==> src/rtl/rbg_pkg.sv <==
// ---------------------------------------------------------------------------
// rbg_pkg
// Shared types, op codes and helpers for the rigid body bounce block.
// ---------------------------------------------------------------------------
package rbg_pkg;

  typedef enum logic [2:0] {
    OP_TICK   = 3'd0,
    OP_SETPOS = 3'd1,
    OP_SETROT = 3'd2,
    OP_SETVEL = 3'd3,
    OP_SETSPN = 3'd4,
    OP_SETKCK = 3'd5,
    OP_SETSKK = 3'd6,
    OP_NONE   = 3'd7
  } op_t;

  localparam logic [2:0] CFG_GRAVITY = 3'd0;
  localparam logic [2:0] CFG_REST    = 3'd1;
  localparam logic [2:0] CFG_RADIUS  = 3'd2;
  localparam logic [2:0] CFG_STOP    = 3'd3;
  localparam logic [2:0] CFG_CLIMIT  = 3'd4;
  localparam logic [2:0] CFG_SPINX   = 3'd5;
  localparam logic [2:0] CFG_SPINY   = 3'd6;
  localparam logic [2:0] CFG_SPINZ   = 3'd7;

  // Lane phase selects the multiplier operands.
  typedef enum logic [1:0] {
    LN_INTEG = 2'd0,
    LN_ACCEL = 2'd1,
    LN_BOUNCE = 2'd2
  } lane_ph_t;

  // Saturate a 51-bit signed value to 32 bits.
  function automatic logic signed [31:0] sat32(input logic signed [50:0] v);
    logic signed [50:0] mx;
    logic signed [50:0] mn;
    begin
      mx = 51'sd2147483647;
      mn = -51'sd2147483648;
      if (v > mx) sat32 = 32'sh7fffffff;
      else if (v < mn) sat32 = 32'sh80000000;
      else sat32 = v[31:0];
    end
  endfunction

endpackage

==> src/rtl/rbg_lane.sv <==
// ---------------------------------------------------------------------------
// rbg_lane
// One vector component: a registered signed multiply by a 17-bit factor,
// floor shift by 16, an optional add to a base value, and saturation.
// ---------------------------------------------------------------------------
module rbg_lane (
  input  logic               clk,
  input  logic signed [33:0] a,
  input  logic        [16:0] b,
  input  logic signed [31:0] base,
  input  logic               use_base,
  output logic signed [31:0] res
);
  import rbg_pkg::*;

  logic signed [51:0] prod_r;
  logic signed [31:0] base_r;
  logic               use_base_r;
  logic signed [50:0] sum;

  // Product is registered before the add.
  always_ff @(posedge clk) begin
    prod_r     <= a * $signed({1'b0, b});
    base_r     <= base;
    use_base_r <= use_base;
  end

  // Arithmetic shift gives the floor of the quotient.
  always_comb begin
    sum = 51'(prod_r >>> 16);
    if (use_base_r) sum = sum + 51'(base_r);
    res = sat32(sum);
  end
endmodule

==> config.mk <==
export PLATFORM = sky130hd
export DESIGN_NAME = rbg_lane
export DESIGN_NICKNAME = d
export VERILOG_FILES = /design/src/rtl/rbg_pkg.sv /design/src/rtl/rbg_lane.sv
export SDC_FILE = /design/constraint.sdc
export NUM_CORES = 2
export LEC_CHECK = 0
export ABC_CLOCK_PERIOD_IN_PS = 9400
export BUFFER_PORTS_ARGS = -buffer_cell sky130_fd_sc_hd__buf_2
export CAP_MARGIN = 20
export CORE_AREA = 2 2 282 284
export DETAILED_ROUTE_END_ITERATION = 7
export DIE_AREA = 0 0 284 286
export PLACE_DENSITY = 0.43
export SYNTH_ARGS = -nofsm -noshare
export SYNTH_HDL_FRONTEND = slang
export SYNTH_SLANG_ARGS = --single-unit
==> constraint.sdc <==
create_clock -name clk -period 9.4 [get_ports clk]
set_input_delay 0.94 -clock clk [delete_from_list [all_inputs] [get_ports clk]]
set_output_delay 0.94 -clock clk [all_outputs]
set_load 0.02 [all_outputs]
==> results.py <==
metrics = {
    "status": {
        "status": "finished, final reports clean",
    },
    "clocking": {
        "cts-root-buf": "clkbuf_16",
        "tritoncts": "done",
        "path_clk_slew_ns": 0.06,
        "cts_buffer_depth": 2,
        "cts_setup_buffers": 0,
        "cts_num_sinks": 69,
        "numCtsBuffers": 9,
        "holdBufCountCts": 0,
        "post_cts_resize_count": 0,
        "htree_levels": 3,
    },
    "layout": {
        "stdcell_count": 3710,
        "diodes": 0,
        "drive_above_1_share_pct": 6.128,
        "fin_nets": 3445,
        "seqCellArea_um2": 1383,
        "syn_to_final_growth_pct": 7.761,
        "fillCellCount": 8338,
        "multi_input_area_um2": 19210,
        "final_area_um2": 25120,
    },
    "yosys": {
        "yosys-top-cells-area": "fa_1 47%, inv_1 9.8%, ha_1 8.3%",
        "synth_area_um2": 23310,
        "synth_top_cell_by_area": "fa_1",
        "ys_ff_latch": 69,
        "yosysTopAreaCellShare_pct": 47.23,
        "async_reset_ff_share_pct": 0,
        "synth_area_per_cell_um2": 8.854,
        "syn-num-nets": 3423,
        "synth_cell_types": 69,
        "yosys_warnings": 0,
        "yosysSeqAreaShare_pct": 5.925,
        "syn_inst": 2633,
        "synthFlopType": "dfxtp_1",
        "synth_edf_count": 0,
    },
    "detailed_routing": {
        "drc": 0,
        "wire_per_inst_um": 18.23,
        "antenna_left": 0,
        "drt_iter0_drc": 913,
        "drt_pre_antenna_iters": 6,
        "avgViaCountPerCell": 4.645,
        "drt-total-wl_um": 67620,
        "dr_total_vias": 17232,
    },
    "place": {
        "gp_congestion": 0.8609,
        "dpl_cell_area_um2": 24840,
        "place_inst": 3694,
        "place.port_buffers": 116,
        "dp_hpwl_um": 55820,
    },
    "grt": {
        "gr-total-overflow": 0,
        "grt_pass1_vias": 19706,
        "grt_max_degree": 47,
        "grt_pass1_wl_um": 110600,
        "track_usage_pct": 17.36,
        "antenna_found_initial": 1,
    },
    "critical_path": {
        "cp_slowest_stage_delay_ns": 0.79,
        "critPathCapture": "prod_r[34]",
        "slowest_stage": "a2111oi_0",
        "cpMostUsedCell": "fa_1",
        "cp-start-kind": "input pin",
        "setup.worst_path.start": "b[11]",
        "crit_type": "in -> reg",
        "worstPathArrival_ns": 8.10,
        "path_max_fanout": 34,
        "critPathCaptureType": "flop",
        "crit_required_ns": 9.63,
    },
    "timing": {
        "period_share_pct": 83.78,
        "finalHoldViolations": 0,
        "drv_slew": 0,
        "final-setup-viol-count": 0,
        "fin_tns_setup_ns": 0,
        "max_freq_mhz": 127.0,
        "whs_ns": 0.6890,
        "rsz0062_at_grt": "false",
        "worst_pin_slew_ns": 0.9537,
        "fin_crit_ns": 7.875,
        "slew_headroom_pct": 36.42,
    },
    "floorplanning": {
        "chipWidth_um": 284,
        "initial_core_util_pct": 29.75,
        "die_h_um": 286,
        "rows": 103,
        "ios": 117,
        "die_area_um2": 81220,
        "core_area_um2": 78360,
    },
    "flow_run": {
        "maxCapViolCount": 0,
    },
    "worst_hold_path": {
        "min-delay-start": "base[1]",
        "whs_path_depth": 1,
        "holdCritPathClass": "in -> reg",
    },
}
-- state kept, by name, summed over array words and instances, names as in the netlist --
| signal | cells |
|---|---|
| base_r | 32 |
| prod_r | 36 |
| use_base_r | 1 |
-- critical path: cells and delay by family --
kind / cells / cell delay, ns
fa+ha+maj: 7 / 3.46
compound gates: 6 / 1.78
buf+inv: 7 / 1.02
simple gates: 4 / 0.72
xor+xnor: 1 / 0.12
-- kinds of logic (layout without fill, tap and decap cells) --
| group | count (synthesis) | after routing | share of synthesized area, % |
|---|---|---|---|
| flops | 69 | 69 | 5.925 |
| xor+xnor | 67 | 67 | 2.517 |
| simple gates | 792 | 792 | 16.12 |
| mux | 18 | 18 | 0.8051 |
| compound gates | 260 | 260 | 7.412 |
| fa+ha+maj | 705 | 705 | 55.55 |
| buf+inv | 722 | 749 | 11.67 |
-- layer usage --
metal  vias up  wire length, µm  track usage, %
met5         -                0               0
met4         0              939           2.618
met3        47             2014           1.172
met2       327            33590           30.90
met1      8981            31080           23.59
li1       7877                -               -
-- cell usage in the layout, fill, tap and decap left out, types with 10 or more instances in the layout --
master and instances:
a21o_1 30, a21oi_1 95, and2_1 236, buf_2 116, buf_4 10, dfxtp_1 68
fa_1 550, ha_1 155, inv_1 606, mux2i_1 12, nand2_1 397, nand3_1 16
nand4_1 11, nor2_1 75, nor3_1 23, o21ai_0 36, o21ai_1 11, xnor2_1 36
xor2_1 31
-- worst min path at each step --
stage	to
detailed placement	base_r[26]
finish	base_r[1]
floorplan	base_r[0]
CTS	base_r[1]
global route	base_r[1]
global placement	base_r[5]
-- cells in the mapped netlist, drive strengths merged, types with 9 or more instances --
master / instances
a21o: 30
a21oi: 97
and2: 236
buf: 9
clkbuf: 106
dfxtp: 69
fa: 550
ha: 155
inv: 606
mux2i: 12
nand2: 398
nand3: 16
nand4: 11
nor2: 76
nor3: 24
o21ai: 47
xnor2: 36
xor2: 31
-- cell type report --
| class | count | area share (%) |
|---|---|---|
| clock buffer | 13 | 1.036 |
| clock inverter | 3 | 0.07969 |
| inverter | 607 | 9.070 |
| multi-input combinational | 1842 | 76.47 |
| sequential | 69 | 5.504 |
| tap | 1050 | 5.230 |
| timing repair buffer | 126 | 2.610 |
-- per-stage QoR --
| step | util, % | setup WS, ns |
|---|---|---|
| 3_5_place_dp | 31.70 | 1.236 |
| 5_1_grt | 32.06 | 1.221 |
| 6_report | 32.06 | 1.525 |
| 3_3_place_gp | 31.70 | 1.333 |
| 2_1_floorplan | - | 2.137 |
| 4_1_cts | 32.06 | 1.612 |
Power is not shown: default switching activity piles up to over one toggle a cycle in this logic, so the estimate is an artifact.
